File: src/hdl/cfsp_pkg.sv
`timescale 1ns / 1ps
// Shared types, result codes and decode tables for the class file structure parser.
// No dependencies.
package cfsp_pkg;

  // Parse phases, one-hot. Pass-through phases are resolved in the same cycle
  // and are never held in the phase register; they are only used as return targets.
  typedef enum logic [28:0] {
    PH_MAGIC   = 29'd1 << 0,
    PH_MINOR   = 29'd1 << 1,
    PH_MAJOR   = 29'd1 << 2,
    PH_PCOUNT  = 29'd1 << 3,
    PH_TAG     = 29'd1 << 4,
    PH_ULEN    = 29'd1 << 5,
    PH_SKIP    = 29'd1 << 6,
    PH_FLAGS   = 29'd1 << 7,
    PH_THIS    = 29'd1 << 8,
    PH_SUPER   = 29'd1 << 9,
    PH_ICOUNT  = 29'd1 << 10,
    PH_FCOUNT  = 29'd1 << 11,
    PH_FACNT   = 29'd1 << 12,
    PH_FANAME  = 29'd1 << 13,
    PH_FALEN   = 29'd1 << 14,
    PH_MCOUNT  = 29'd1 << 15,
    PH_MACNT   = 29'd1 << 16,
    PH_MANAME  = 29'd1 << 17,
    PH_MALEN   = 29'd1 << 18,
    PH_ACOUNT  = 29'd1 << 19,
    PH_CANAME  = 29'd1 << 20,
    PH_CALEN   = 29'd1 << 21,
    PH_DONE    = 29'd1 << 22,
    PH_POOLEND = 29'd1 << 23,
    PH_FAEND   = 29'd1 << 24,
    PH_FMEND   = 29'd1 << 25,
    PH_MAEND   = 29'd1 << 26,
    PH_MMEND   = 29'd1 << 27,
    PH_CAEND   = 29'd1 << 28
  } phase_t;

  // Result kinds
  localparam logic [3:0] KIND_MAGIC  = 4'd0;
  localparam logic [3:0] KIND_MINOR  = 4'd1;
  localparam logic [3:0] KIND_MAJOR  = 4'd2;
  localparam logic [3:0] KIND_PCOUNT = 4'd3;
  localparam logic [3:0] KIND_TAG    = 4'd4;
  localparam logic [3:0] KIND_FLAGS  = 4'd5;
  localparam logic [3:0] KIND_THIS   = 4'd6;
  localparam logic [3:0] KIND_SUPER  = 4'd7;
  localparam logic [3:0] KIND_ICOUNT = 4'd8;
  localparam logic [3:0] KIND_FCOUNT = 4'd9;
  localparam logic [3:0] KIND_MCOUNT = 4'd10;
  localparam logic [3:0] KIND_ACOUNT = 4'd11;
  localparam logic [3:0] KIND_END    = 4'd12;

  // Constant pool tags with special handling
  localparam logic [7:0] TAG_UTF8   = 8'd1;
  localparam logic [7:0] TAG_LONG   = 8'd5;
  localparam logic [7:0] TAG_DOUBLE = 8'd6;

  // Fixed header bytes of each field and method (flags, name, descriptor)
  localparam logic [31:0] MEMBER_HEAD_BYTES = 32'd6;

  // Upper bound on chained pass-through phases resolved while parsing a byte
  localparam int SETTLE_STEPS = 4;

  // Index of the last byte of a multi-byte field in the given phase
  function automatic logic [1:0] last_byte(input phase_t ph);
    logic [1:0] r;
    unique case (ph)
      PH_MAGIC, PH_FALEN, PH_MALEN, PH_CALEN: r = 2'd3;
      PH_TAG:                                 r = 2'd0;
      default:                                r = 2'd1;
    endcase
    return r;
  endfunction

  // Payload bytes after a pool tag; utf8 and unknown tags give zero
  function automatic logic [3:0] entry_bytes(input logic [7:0] t);
    logic [3:0] r;
    unique case (t)
      8'd3, 8'd4, 8'd9, 8'd10, 8'd11, 8'd12, 8'd17, 8'd18: r = 4'd4;
      8'd5, 8'd6:                                         r = 4'd8;
      8'd7, 8'd8, 8'd16, 8'd19, 8'd20:                    r = 4'd2;
      8'd15:                                              r = 4'd3;
      default:                                            r = 4'd0;
    endcase
    return r;
  endfunction

endpackage

File: src/hdl/class_file_structure_parser_unit.sv
`timescale 1ns / 1ps
// Class file structure parser: walks a byte stream and reports each header field.
// Depends on cfsp_pkg (phase type, result kinds, pool tag table).
//
//   channel | direction | handshake           | payload
//   --------+-----------+---------------------+-----------------------------------
//   input   | in        | in_valid / in_ready | data_byte
//   result  | out       | out_valid/out_ready | item_kind, item_value, structure_done
//
// One byte per cycle while the result register is not stalled; a byte passes from the
// input register through the parse logic into the result register.
// The phase update and pass-through resolution complete in the cycle a byte is parsed,
// which is what sets the one-byte-per-cycle rate.
// Reset (rst, synchronous) returns the parser to the magic field with empty registers.
// A stalled result holds the parse; the input register takes a byte only while empty.
module class_file_structure_parser_unit (
  input  logic                 clk,
  input  logic                 rst,
  input  logic                 in_valid,
  output logic                 in_ready,
  input  logic [7:0]           data_byte,
  output logic                 out_valid,
  input  logic                 out_ready,
  output logic [3:0]           item_kind,
  output logic [31:0]          item_value,
  output logic                 structure_done
);
  import cfsp_pkg::*;

  // Input register
  logic       in_full;
  logic [7:0] in_byte;

  // Parser state
  phase_t      parse_phase, parse_phase_next;
  phase_t      return_phase, return_phase_next;
  logic [1:0]  byte_position, byte_position_next;
  logic [31:0] field_accumulator, field_accumulator_next;
  logic [15:0] pool_slots_left, pool_slots_left_next;
  logic [15:0] list_items_left, list_items_left_next;
  logic [15:0] member_attributes_left, member_attributes_left_next;
  logic [31:0] skip_bytes_left, skip_bytes_left_next;

  logic        process;
  logic        emit;
  logic [3:0]  kind;
  logic [31:0] value;
  logic        done_flag;

  // Parse a byte when one is held and the result register is free or draining
  assign process  = in_full && (!out_valid || out_ready);
  assign in_ready = !in_full || process;

  // Capture the incoming transaction
  always_ff @(posedge clk) begin
    if (rst) begin
      in_full <= 1'b0;
    end else if (in_ready) begin
      in_full <= in_valid;
    end
    if (in_ready && in_valid) begin
      in_byte <= data_byte;
    end
  end

  // Parse one byte and resolve pass-through phases
  always_comb begin
    logic [31:0] shifted;
    logic        has_kind;
    logic        run_settle;
    logic [1:0]  used;
    phase_t      st;

    parse_phase_next            = parse_phase;
    return_phase_next           = return_phase;
    byte_position_next          = byte_position;
    field_accumulator_next      = field_accumulator;
    pool_slots_left_next        = pool_slots_left;
    list_items_left_next        = list_items_left;
    member_attributes_left_next = member_attributes_left;
    skip_bytes_left_next        = skip_bytes_left;
    shifted    = {field_accumulator[23:0], in_byte};
    has_kind   = 1'b0;
    run_settle = 1'b0;
    used       = 2'd1;
    st         = parse_phase;
    kind       = KIND_END;
    value      = 32'd0;
    emit       = 1'b0;
    done_flag  = 1'b0;

    if (process) begin
      priority if (parse_phase == PH_SKIP) begin
        // Drop one skipped byte
        if (skip_bytes_left != 32'd0) begin
          skip_bytes_left_next = skip_bytes_left - 32'd1;
        end
        run_settle = 1'b1;
        st         = PH_SKIP;
      end else if (parse_phase == PH_DONE) begin
        // Ignore trailing bytes
        run_settle = 1'b0;
      end else if (byte_position < last_byte(parse_phase)) begin
        // Accumulate a byte of a multi-byte field
        field_accumulator_next = shifted;
        byte_position_next     = byte_position + 2'd1;
      end else begin
        // Field complete
        value                  = shifted;
        field_accumulator_next = 32'd0;
        byte_position_next     = 2'd0;
        run_settle             = 1'b1;
        unique case (parse_phase)
          PH_MAGIC: begin
            has_kind = 1'b1; kind = KIND_MAGIC; st = PH_MINOR;
          end
          PH_MINOR: begin
            has_kind = 1'b1; kind = KIND_MINOR; st = PH_MAJOR;
          end
          PH_MAJOR: begin
            has_kind = 1'b1; kind = KIND_MAJOR; st = PH_PCOUNT;
          end
          PH_PCOUNT: begin
            has_kind = 1'b1; kind = KIND_PCOUNT;
            pool_slots_left_next = (shifted[15:0] != 16'd0) ? shifted[15:0] - 16'd1 : 16'd0;
            st = PH_POOLEND;
          end
          PH_TAG: begin
            has_kind = 1'b1; kind = KIND_TAG;
            used = (shifted[7:0] == TAG_LONG || shifted[7:0] == TAG_DOUBLE) ? 2'd2 : 2'd1;
            pool_slots_left_next = (pool_slots_left > 16'(used)) ?
                                   pool_slots_left - 16'(used) : 16'd0;
            if (shifted[7:0] == TAG_UTF8) begin
              st = PH_ULEN;
            end else begin
              skip_bytes_left_next = 32'(entry_bytes(shifted[7:0]));
              return_phase_next    = PH_POOLEND;
              st                   = PH_SKIP;
            end
          end
          PH_ULEN: begin
            skip_bytes_left_next = shifted;
            return_phase_next    = PH_POOLEND;
            st                   = PH_SKIP;
          end
          PH_FLAGS: begin
            has_kind = 1'b1; kind = KIND_FLAGS; st = PH_THIS;
          end
          PH_THIS: begin
            has_kind = 1'b1; kind = KIND_THIS; st = PH_SUPER;
          end
          PH_SUPER: begin
            has_kind = 1'b1; kind = KIND_SUPER; st = PH_ICOUNT;
          end
          PH_ICOUNT: begin
            has_kind = 1'b1; kind = KIND_ICOUNT;
            skip_bytes_left_next = {15'd0, shifted[15:0], 1'b0};
            return_phase_next    = PH_FCOUNT;
            st                   = PH_SKIP;
          end
          PH_FCOUNT: begin
            has_kind = 1'b1; kind = KIND_FCOUNT;
            list_items_left_next = shifted[15:0];
            if (shifted[15:0] != 16'd0) begin
              skip_bytes_left_next = MEMBER_HEAD_BYTES;
              return_phase_next    = PH_FACNT;
              st                   = PH_SKIP;
            end else begin
              st = PH_MCOUNT;
            end
          end
          PH_FACNT: begin
            member_attributes_left_next = shifted[15:0];
            st = (shifted[15:0] != 16'd0) ? PH_FANAME : PH_FMEND;
          end
          PH_FANAME: st = PH_FALEN;
          PH_FALEN: begin
            skip_bytes_left_next = shifted;
            return_phase_next    = PH_FAEND;
            st                   = PH_SKIP;
          end
          PH_MCOUNT: begin
            has_kind = 1'b1; kind = KIND_MCOUNT;
            list_items_left_next = shifted[15:0];
            if (shifted[15:0] != 16'd0) begin
              skip_bytes_left_next = MEMBER_HEAD_BYTES;
              return_phase_next    = PH_MACNT;
              st                   = PH_SKIP;
            end else begin
              st = PH_ACOUNT;
            end
          end
          PH_MACNT: begin
            member_attributes_left_next = shifted[15:0];
            st = (shifted[15:0] != 16'd0) ? PH_MANAME : PH_MMEND;
          end
          PH_MANAME: st = PH_MALEN;
          PH_MALEN: begin
            skip_bytes_left_next = shifted;
            return_phase_next    = PH_MAEND;
            st                   = PH_SKIP;
          end
          PH_ACOUNT: begin
            has_kind = 1'b1; kind = KIND_ACOUNT;
            list_items_left_next = shifted[15:0];
            st = (shifted[15:0] != 16'd0) ? PH_CANAME : PH_DONE;
          end
          PH_CANAME: st = PH_CALEN;
          PH_CALEN: begin
            skip_bytes_left_next = shifted;
            return_phase_next    = PH_CAEND;
            st                   = PH_SKIP;
          end
          default: st = parse_phase;
        endcase
      end

      // Resolve pass-through phases until a phase that waits for a byte
      if (run_settle) begin
        for (int i = 0; i < SETTLE_STEPS; i++) begin
          unique case (st)
            PH_SKIP: begin
              if (skip_bytes_left_next == 32'd0) st = return_phase_next;
            end
            PH_POOLEND: st = (pool_slots_left_next != 16'd0) ? PH_TAG : PH_FLAGS;
            PH_FAEND: begin
              if (member_attributes_left_next != 16'd0) begin
                member_attributes_left_next = member_attributes_left_next - 16'd1;
              end
              st = (member_attributes_left_next != 16'd0) ? PH_FANAME : PH_FMEND;
            end
            PH_FMEND: begin
              if (list_items_left_next != 16'd0) begin
                list_items_left_next = list_items_left_next - 16'd1;
              end
              if (list_items_left_next != 16'd0) begin
                skip_bytes_left_next = MEMBER_HEAD_BYTES;
                return_phase_next    = PH_FACNT;
                st                   = PH_SKIP;
              end else begin
                st = PH_MCOUNT;
              end
            end
            PH_MAEND: begin
              if (member_attributes_left_next != 16'd0) begin
                member_attributes_left_next = member_attributes_left_next - 16'd1;
              end
              st = (member_attributes_left_next != 16'd0) ? PH_MANAME : PH_MMEND;
            end
            PH_MMEND: begin
              if (list_items_left_next != 16'd0) begin
                list_items_left_next = list_items_left_next - 16'd1;
              end
              if (list_items_left_next != 16'd0) begin
                skip_bytes_left_next = MEMBER_HEAD_BYTES;
                return_phase_next    = PH_MACNT;
                st                   = PH_SKIP;
              end else begin
                st = PH_ACOUNT;
              end
            end
            PH_CAEND: begin
              if (list_items_left_next != 16'd0) begin
                list_items_left_next = list_items_left_next - 16'd1;
              end
              st = (list_items_left_next != 16'd0) ? PH_CANAME : PH_DONE;
            end
            default: st = st;
          endcase
        end
        parse_phase_next = st;
        done_flag        = (st == PH_DONE);
        // A counted field reports itself; otherwise completion gives an end marker
        if (has_kind) begin
          emit = 1'b1;
        end else if (done_flag) begin
          emit  = 1'b1;
          kind  = KIND_END;
          value = 32'd0;
        end
      end
    end
  end

  // Advance parser state
  always_ff @(posedge clk) begin
    if (rst) begin
      parse_phase            <= PH_MAGIC;
      return_phase           <= PH_MAGIC;
      byte_position          <= 2'd0;
      field_accumulator      <= 32'd0;
      pool_slots_left        <= 16'd0;
      list_items_left        <= 16'd0;
      member_attributes_left <= 16'd0;
      skip_bytes_left        <= 32'd0;
    end else begin
      parse_phase            <= parse_phase_next;
      return_phase           <= return_phase_next;
      byte_position          <= byte_position_next;
      field_accumulator      <= field_accumulator_next;
      pool_slots_left        <= pool_slots_left_next;
      list_items_left        <= list_items_left_next;
      member_attributes_left <= member_attributes_left_next;
      skip_bytes_left        <= skip_bytes_left_next;
    end
  end

  // Hold the result transaction until taken
  always_ff @(posedge clk) begin
    if (rst) begin
      out_valid <= 1'b0;
    end else if (process) begin
      out_valid <= emit;
    end else if (out_ready) begin
      out_valid <= 1'b0;
    end
    if (process && emit) begin
      item_kind      <= kind;
      item_value     <= value;
      structure_done <= done_flag;
    end
  end

  // Pass-through phases never remain in the phase register
  a_settled_phase: assert property (@(posedge clk) disable iff (rst)
    !(parse_phase == PH_POOLEND || parse_phase == PH_FAEND || parse_phase == PH_FMEND ||
      parse_phase == PH_MAEND || parse_phase == PH_MMEND || parse_phase == PH_CAEND))
    else $error("pass-through phase held in phase register");

  // A held skip phase always has bytes left to skip
  a_skip_pending: assert property (@(posedge clk) disable iff (rst)
    parse_phase == PH_SKIP |-> skip_bytes_left != 32'd0)
    else $error("skip phase with no bytes left");

  // A completing result means the parser has reached its final phase
  a_done_phase: assert property (@(posedge clk) disable iff (rst)
    out_valid && structure_done |-> parse_phase == PH_DONE)
    else $error("structure_done without final phase");

  // Nothing is reported once the structure is complete and the last result is gone
  a_quiet_after_done: assert property (@(posedge clk) disable iff (rst)
    parse_phase == PH_DONE && !out_valid |=> !out_valid)
    else $error("result after completion");

  // Partial field bytes only in multi-byte field phases
  a_byte_position: assert property (@(posedge clk) disable iff (rst)
    byte_position != 2'd0 |->
      (parse_phase != PH_TAG && parse_phase != PH_SKIP && parse_phase != PH_DONE))
    else $error("partial field in a single-byte or skip phase");

endmodule

File: config.mk
export PLATFORM = sky130hd
export DESIGN_NAME = class_file_structure_parser_unit
export DESIGN_NICKNAME = d
export VERILOG_FILES = /design/src/hdl/cfsp_pkg.sv /design/src/hdl/class_file_structure_parser_unit.sv
export SDC_FILE = /design/constraint.sdc
export NUM_CORES = 1
export LEC_CHECK = 0
export BUFFER_PORTS_ARGS = -buffer_cell sky130_fd_sc_hd__buf_2
export CAP_MARGIN = 20
export CORE_ASPECT_RATIO = 1.75
export CORE_UTILIZATION = 55
export DETAILED_ROUTE_END_ITERATION = 6
export PLACE_DENSITY = 0.74
export SKIP_CTS_REPAIR_TIMING = 1
export SYNTH_ARGS = -nofsm -noshare
export SYNTH_HDL_FRONTEND = slang
export SYNTH_SLANG_ARGS = --single-unit
File: constraint.sdc
create_clock -name clk -period 11.2 [get_ports clk]
set_clock_uncertainty 0.05 [all_clocks]
set_input_delay 2.24 -clock clk [delete_from_list [all_inputs] [get_ports clk]]
set_output_delay 2.24 -clock clk [all_outputs]
set_load 0.05 [all_outputs]
==> results of run 1 <==
[routing by layer]
metal / overflow / GRT usage, %
met5: 0 / 4.13
met4: 18 / 59.8
met3: 0 / 32.4
met2: 5 / 82.4
met1: 0 / 60.5
[metrics by stage]
step	cells	util [%]	instance area (sq um)	hold slack [ps]	worst slack, ps
after floorplan	2648	-	19600	382	28.6
after global placement	3099	58.4	20500	396	533
after detailed placement	3102	58.5	20500	397	281
after CTS	3144	60.7	21300	406	224
[cell families after synthesis]
kind of cell    Yosys count  share of synthesized area, %
compound gates          714                          24.7
xor+xnor                118                          5.33
fa+ha+maj                17                          1.13
buf+inv                 236                          5.45
flops                   215                          24.3
mux                      91                          4.90
simple gates           1257                          34.2
==> impl_metrics.env, run 1 <==
export IMPL_status="aborted with a tool error"
export IMPL_haltStage="global routing (5_1_grt)"
export IMPL_error_line="[ERROR GRT-0116] Global routing finished with congestion. Check the congestion regions in the DRC Viewer."
export IMPL_cts_root_buf="clkbuf_16"
export IMPL_grt_usage_pct=59.3
export IMPL_place_congestion=1.13
export IMPL_clock_sinks=215
export IMPL_synth_top_cell_area_share_pct=17.4
export IMPL_grt_pass1_wl_um=157000
export IMPL_dp_hpwl_um=70200
export IMPL_avgSynthCellArea_sq_um=7.38
export IMPL_num_rows=91
export IMPL_fp_dieH_um=251
export IMPL_synth_most_common_cell="nor2_1"
export IMPL_synth_cell_type_count=122
export IMPL_synth_common_cells="288 x nor2_1, 287 x nand2_1, 179 x a21oi_1, 170 x dfxtp_1, 141 x o21ai_0"
export IMPL_grt_max_degree=79
export IMPL_synthTopCellsByArea="dfxtp_1 17%, edfxtp_1 6.9%, nor2_1 5.5%, nand2_1 5.5%, a21oi_1 4.6%"
export IMPL_ys_ff_latch=215
export IMPL_ios=51
export IMPL_htreeDepth=1
export IMPL_syn_area_sq_um=19500
export IMPL_dieWidth_um=145
export IMPL_synth_top_area_cell="dfxtp_1"
export IMPL_seq_area_frac_synth_pct=24.3
export IMPL_syn_num_nets=2677
export IMPL_syn_inst=2648
export IMPL_ys_warn_count=0
export IMPL_io_buffers=50
export IMPL_grt_ovfl_total=23
export IMPL_cts_buffers=23
export IMPL_grt_pass1_vias=23400
export IMPL_synth_edf_count=45
export IMPL_start_util_pct=55.7
export IMPL_synth_async_reset_ratio_pct=0
export IMPL_synth_ff_type="dfxtp_1"
export IMPL_cts_buffer_depth=3
==> run 2, diff against run 1 <==
--- a/config.mk
+++ b/config.mk
@@ -7,10 +7,9 @@
 export LEC_CHECK = 0
 export BUFFER_PORTS_ARGS = -buffer_cell sky130_fd_sc_hd__buf_2
 export CAP_MARGIN = 20
-export CORE_ASPECT_RATIO = 1.75
-export CORE_UTILIZATION = 55
+export CORE_UTILIZATION = 40
 export DETAILED_ROUTE_END_ITERATION = 6
-export PLACE_DENSITY = 0.74
+export PLACE_DENSITY_LB_ADDON = 0.15
 export SKIP_CTS_REPAIR_TIMING = 1
 export SYNTH_ARGS = -nofsm -noshare
 export SYNTH_HDL_FRONTEND = slang
==> constraint.sdc (replaced) <==
create_clock -name clk -period 14.56 [get_ports clk]
set_clock_uncertainty 0.05 [all_clocks]
set_input_delay 2.912 -clock clk [delete_from_list [all_inputs] [get_ports clk]]
set_output_delay 2.912 -clock clk [all_outputs]
set_load 0.05 [all_outputs]
==> run 2 against run 1 <==
- the flow now finishes without violations
- synthesized cell count stayed put
- synthesized area unchanged
==> impl_metrics.env, run 2 <==
export IMPL_status="complete, no violations"
export IMPL_most_common_layout_cells="287 x nor2_1, 285 x nand2_1, 178 x a21oi_1, 170 x dfxtp_1, 141 x o21ai_0"
export IMPL_min_period_ps=13530
export IMPL_ys_ff_latch=215
export IMPL_cts_buffer_depth=3
export IMPL_antenna_cells=0
export IMPL_holdPathStages=2
export IMPL_viasPerCell=6.62
export IMPL_worstSkewPairLatency_ps=570
export IMPL_stdcell_area_sq_um=21100
export IMPL_min_period_over_period_pct=92.9
export IMPL_ios=51
export IMPL_synth_most_common_cell="nor2_1"
export IMPL_cap_violations=0
export IMPL_synth_cell_type_count=122
export IMPL_grt_max_degree=73
export IMPL_vias=21400
export IMPL_seq_area_frac_synth_pct=24.3
export IMPL_relSlewSlack_pct=17.0
export IMPL_synthTopCellsByArea="dfxtp_1 17%, edfxtp_1 6.9%, nor2_1 5.5%, nand2_1 5.5%, a21oi_1 4.6%"
export IMPL_synth_async_reset_ratio_pct=0
export IMPL_htreeDepth=1
export IMPL_drt_pass1_iter_count=6
export IMPL_worstPathMaxFanout=42
export IMPL_finalNetCount=2625
export IMPL_place_congestion=1.02
export IMPL_grt_usage_pct=32.8
export IMPL_start_util_pct=40.8
export IMPL_worstMarginPinSlew_ps=1240
export IMPL_fillCellCount=4899
export IMPL_rr_startpoint="parse_phase[0]"
export IMPL_fp_dieH_um=223
export IMPL_crit_path_max_incr_delay_ps=660
export IMPL_hold_class="register to register"
export IMPL_fin_tns_setup_ps=0
export IMPL_totalWireLength_um=83500
export IMPL_dieWidth_um=223
export IMPL_largest_registers="item_value x32, skip_bytes_left x32"
export IMPL_timing_rr_end="skip_bytes_left[25]"
export IMPL_arrival_ps=13930
export IMPL_drive_above_1_share_pct=11.6
export IMPL_synth_top_area_cell="dfxtp_1"
export IMPL_wl_per_cell_um=25.8
export IMPL_ys_warn_count=0
export IMPL_timing_fmax_mhz=73.9
export IMPL_crit_required_ps=14960
export IMPL_cts_root_buf="clkbuf_16"
export IMPL_p_leak_nw=7.89
export IMPL_synth_ff_type="dfxtp_1"
export IMPL_critPathSlowestCell="or4_4"
export IMPL_syn_num_nets=2677
export IMPL_crit_type="register to register"
export IMPL_hold_end="return_phase[23]"
export IMPL_grt_pass1_vias=19900
export IMPL_slew_violations=0
export IMPL_drcViolationCount=0
export IMPL_io_buffers=50
export IMPL_total_power_mw=1.53
export IMPL_dpl_instance_area_sq_um=20100
export IMPL_reg2reg_depth=41
export IMPL_cts_buffers=27
export IMPL_syn_inst=2648
export IMPL_ir_drop_v=0.0000774
export IMPL_cts_tree="done"
export IMPL_synth_top_cell_area_share_pct=17.4
export IMPL_antenna_found_initial=1
export IMPL_num_rows=80
export IMPL_power_density_nw_per_um2=72.3
export IMPL_cp_end_kind="register"
export IMPL_dp_hpwl_um=61700
export IMPL_synth_edf_count=45
export IMPL_syn_to_final_growth_pct=8.09
export IMPL_hold_start="return_phase[23]"
export IMPL_hold_viol_final=0
export IMPL_rsz0062_at_grt="false"
export IMPL_clock_sinks=215
export IMPL_final_common_cell="nor2_1"
export IMPL_r2r_slack_ps=1030
export IMPL_grt_ovfl_total=0
export IMPL_cp_start_kind="register"
export IMPL_die_area_sq_um=49800
export IMPL_core_sq_um=47900
export IMPL_syn_area_sq_um=19500
export IMPL_avgSynthCellArea_sq_um=7.38
export IMPL_first_iter_violations=2437
export IMPL_synth_common_cells="288 x nor2_1, 287 x nand2_1, 179 x a21oi_1, 170 x dfxtp_1, 141 x o21ai_0"
export IMPL_grt_pass1_wl_um=126000
export IMPL_finalSetupViolations=0
export IMPL_path_clk_slew_ps=60
export IMPL_ant_nets=0
[run 2: cell counts after synthesis]
No cell type changed its count.
[run 2: cells by family after synthesis]
group           Yosys count  share of synthesized area [%]
simple gates           1257                           34.2
compound gates          714                           24.7
buf+inv                 236                           5.45
flops                   215                           24.3
xor+xnor                118                           5.33
mux                      91                           4.90
fa+ha+maj                17                           1.13
[run 2: report_power, final]
group | internal [mW] | switching (mW)
Sequential | 0.614 | 0.00728
Combinational | 0.0541 | 0.127
Clock | 0.435 | 0.291
Total | 1.10 | 0.426
[run 2: worst max-delay path: cells and delay by family, from the launching register on]
family	cells	cell delay, ps
AOI/OAI and AO/OA	9	1920
xor gates and xnor gates	2	530
adders and majority gates	3	1060
buffers and inverters	1	430
DFF	1	400
muxes	2	620
and+or+nand+nor	24	8350
[run 2: area by class of cell]
type	count	area [sq um]	area share (%)
clock buffers	33	739	3.50
clock inverters	17	211	1.00
inverters	49	184	0.870
multi-input cells	2197	13800	65.3
flip-flops and latches	215	4750	22.5
well taps	615	769	3.64
repair buffers	106	671	3.17
[run 2: routing by layer]
metal  routed length (um)  vias to the layer above  GRT usage [%]
li1                     -                     9774              -
met1                35600                    10300           44.6
met2                37300                     1142           51.6
met3                 6670                      203           3.78
met4                 4000                        0           15.2
met5                    0                        -              0
[run 2: stage by stage]
step / utilization (%) / std cells / setup WS, ps / hold WS, ps
after floorplan: - / 2648 / 2540 / 382
after global placement: 42.0 / 3178 / 1180 / 388
after detailed placement: 42.0 / 3179 / 786 / 395
after CTS: 44.0 / 3229 / 721 / 403
after global routing: 44.1 / 3232 / 159 / 420
final: 44.1 / 3232 / 1030 / 403
[run 2: worst max path at each step]
stage,start,end
after global routing,parse_phase[9],skip_bytes_left[25]
after global placement,parse_phase[14],return_phase[28]
after floorplan,parse_phase[8],item_kind[0]
final,parse_phase[0],skip_bytes_left[25]
after CTS,parse_phase[12],return_phase[28]
after detailed placement,parse_phase[12],return_phase[28]
(Power assumes the default switching activity.)
==> run 3, diff against run 2 <==
--- a/config.mk
+++ b/config.mk
@@ -7,6 +7,7 @@
 export LEC_CHECK = 0
 export BUFFER_PORTS_ARGS = -buffer_cell sky130_fd_sc_hd__buf_2
 export CAP_MARGIN = 20
+export CORE_ASPECT_RATIO = 1.1
 export CORE_UTILIZATION = 40
 export DETAILED_ROUTE_END_ITERATION = 6
 export PLACE_DENSITY_LB_ADDON = 0.15
==> run 3 against run 2 <==
- final area hardly changed
- total power down 1.8%
- sequential power hardly changed
- register-to-register slack improved by 80 ps
- global-route usage grew 1.5 points
- via count increased by 0.47%
- hold slack better by 7.8 ps
- sequential cell count did not move
==> impl_metrics.env, run 3 (synthesized netlist as in run 2, its figures left out) <==
export IMPL_status="complete, no violations"
export IMPL_dp_hpwl_um=64500
export IMPL_power_frac_seq_pct=41.5
export IMPL_wl_met3_um=6990
export IMPL_drt_pass1_iter_count=6
export IMPL_setup_ws_ps=1110
export IMPL_core_sq_um=48000
export IMPL_clock_sinks=215
export IMPL_ios=51
export IMPL_syn_to_final_growth_pct=8.01
export IMPL_fin_cells=3265
export IMPL_grt_pass1_vias=20000
export IMPL_worstMarginPinSlew_ps=1020
export IMPL_rsz0062_at_grt="false"
export IMPL_cp_depth=42
export IMPL_num_rows=84
export IMPL_met2WireLength_um=38400
export IMPL_stdcell_area_sq_um=21100
export IMPL_relSlewSlack_pct=31.6
export IMPL_antenna_cells=0
export IMPL_ir_drop_v=0.0000866
export IMPL_cts_tree="done"
export IMPL_finalSetupViolations=0
export IMPL_p_leak_nw=7.86
export IMPL_wl_met1_um=34900
export IMPL_dieWidth_um=213
export IMPL_worst_path_buf_inv=2
export IMPL_largest_registers="item_value x32, skip_bytes_left x32"
export IMPL_finalNetCount=2629
export IMPL_io_buffers=50
export IMPL_fin_tns_setup_ps=0
export IMPL_dpl_instance_area_sq_um=20200
export IMPL_switching_share_pct=28.8
export IMPL_htreeDepth=1
export IMPL_fillCellCount=5002
export IMPL_p_comb_share_pct=12.3
export IMPL_clock_power_share_pct=46.3
export IMPL_fp_dieH_um=234
export IMPL_crit_required_ps=15000
export IMPL_grt_pass1_wl_um=129000
export IMPL_start_util_pct=40.7
export IMPL_first_iter_violations=2479
export IMPL_min_period_ps=13450
export IMPL_cap_violations=0
export IMPL_holdPathStages=2
export IMPL_path_clk_slew_ps=60
export IMPL_crit_top_cell="or4_1"
export IMPL_place_congestion=1.05
export IMPL_cp_top_family="simple AND/OR/NAND/NOR gates"
export IMPL_power_switching_mw=0.433
export IMPL_dr_max_layer_used="met4"
export IMPL_vias=21500
export IMPL_cts_buffers=27
export IMPL_hold_class="register to register"
export IMPL_grt_max_degree=62
export IMPL_drcViolationCount=0
export IMPL_viasPerCell=6.58
export IMPL_antenna_found_initial=1
export IMPL_wl_per_cell_um=26.5
export IMPL_grt_usage_pct=34.3
export IMPL_place_inst=3213
export IMPL_timing_fmax_mhz=74.4
export IMPL_crit_path_max_incr_delay_ps=790
export IMPL_final_common_cell="nor2_1"
export IMPL_slew_violations=0
export IMPL_drive_above_1_share_pct=11.5
export IMPL_min_period_over_period_pct=92.4
export IMPL_die_area_sq_um=49800
export IMPL_worstPathMaxFanout=42
export IMPL_p_int_mw=1.07
export IMPL_reg2reg_depth=42
export IMPL_cts_root_buf="clkbuf_16"
export IMPL_most_common_layout_cells="287 x nor2_1, 286 x nand2_1, 178 x a21oi_1, 170 x dfxtp_1, 141 x o21ai_0"
export IMPL_cp_end_kind="register"
export IMPL_final_util_pct=44.0
export IMPL_grt_ovfl_total=0
export IMPL_power_density_nw_per_um2=71.0
export IMPL_totalWireLength_um=86500
export IMPL_worstSkewPairLatency_ps=600
export IMPL_cp_start_kind="register"
export IMPL_ant_nets=0
export IMPL_arrival_ps=13890
export IMPL_crit_type="register to register"
export IMPL_hold_viol_final=0
export IMPL_dpl_worst_slack_ps=1180
export IMPL_critPathSlowestCell="or4_1"
export IMPL_cts_buffer_depth=3
[run 3: cell types whose count changed in the layout (fill, tap and decap cells not counted), sizes merged]
cell,change
inv,-1
clkinvlp,-1
clkinv,-1
bufinv,-2
clkbuf,+4
buf,+4
[run 3: worst reg2reg max path, delay by kind of cell, from the launching register on]
kind / cells / cell delay (ps)
compound gates: 11 / 2250
xor+xnor: 1 / 320
fa+ha+maj: 3 / 1040
buf+inv: 2 / 630
flops: 1 / 420
mux: 3 / 770
simple gates: 22 / 7880
[run 3: power by group through the flow]
stage                     sequential [mW]  combinational, mW  clock (mW)
after floorplan                     0.631              0.117           0
after global placement              0.635              0.178           0
after detailed placement            0.635              0.178           0
after CTS                           0.622              0.179       0.704
after global routing                0.623              0.195       0.722
final                               0.622              0.184       0.694
[run 3: per-layer routing]
layer	vias to the layer above	global-route usage, %
met1	10300	43.3
met5	-	0
met3	282	5.09
li1	9763	-
met2	1133	54.2
met4	0	22.7
[run 3: final timing paths]
path | end | start | slack, ps
worst max register to register | return_phase[28] | parse_phase[8] | 1110
worst min register to register | return_phase[26] | return_phase[26] | 410
worst max-delay path | return_phase[28] | parse_phase[8] | 1110
worst min-delay path | return_phase[26] | return_phase[26] | 410
[run 3: area by class of cell]
type / instances / area (sq um) / area share, %
clock inverter: 12 / 133 / 0.628
multi-input combinational: 2197 / 13800 / 65.3
timing repair buffer: 110 / 703 / 3.33
clock buffer: 37 / 754 / 3.57
sequential: 215 / 4750 / 22.5
inverter: 49 / 184 / 0.871
tap: 645 / 807 / 3.82
[run 3: stage by stage]
stage | total power [mW] | hold WS (ps)
4_1_cts | 1.51 | 408
3_3_place_gp | 0.813 | 390
6_report | 1.50 | 411
3_5_place_dp | 0.814 | 398
2_1_floorplan | 0.748 | 382
5_1_grt | 1.54 | 429
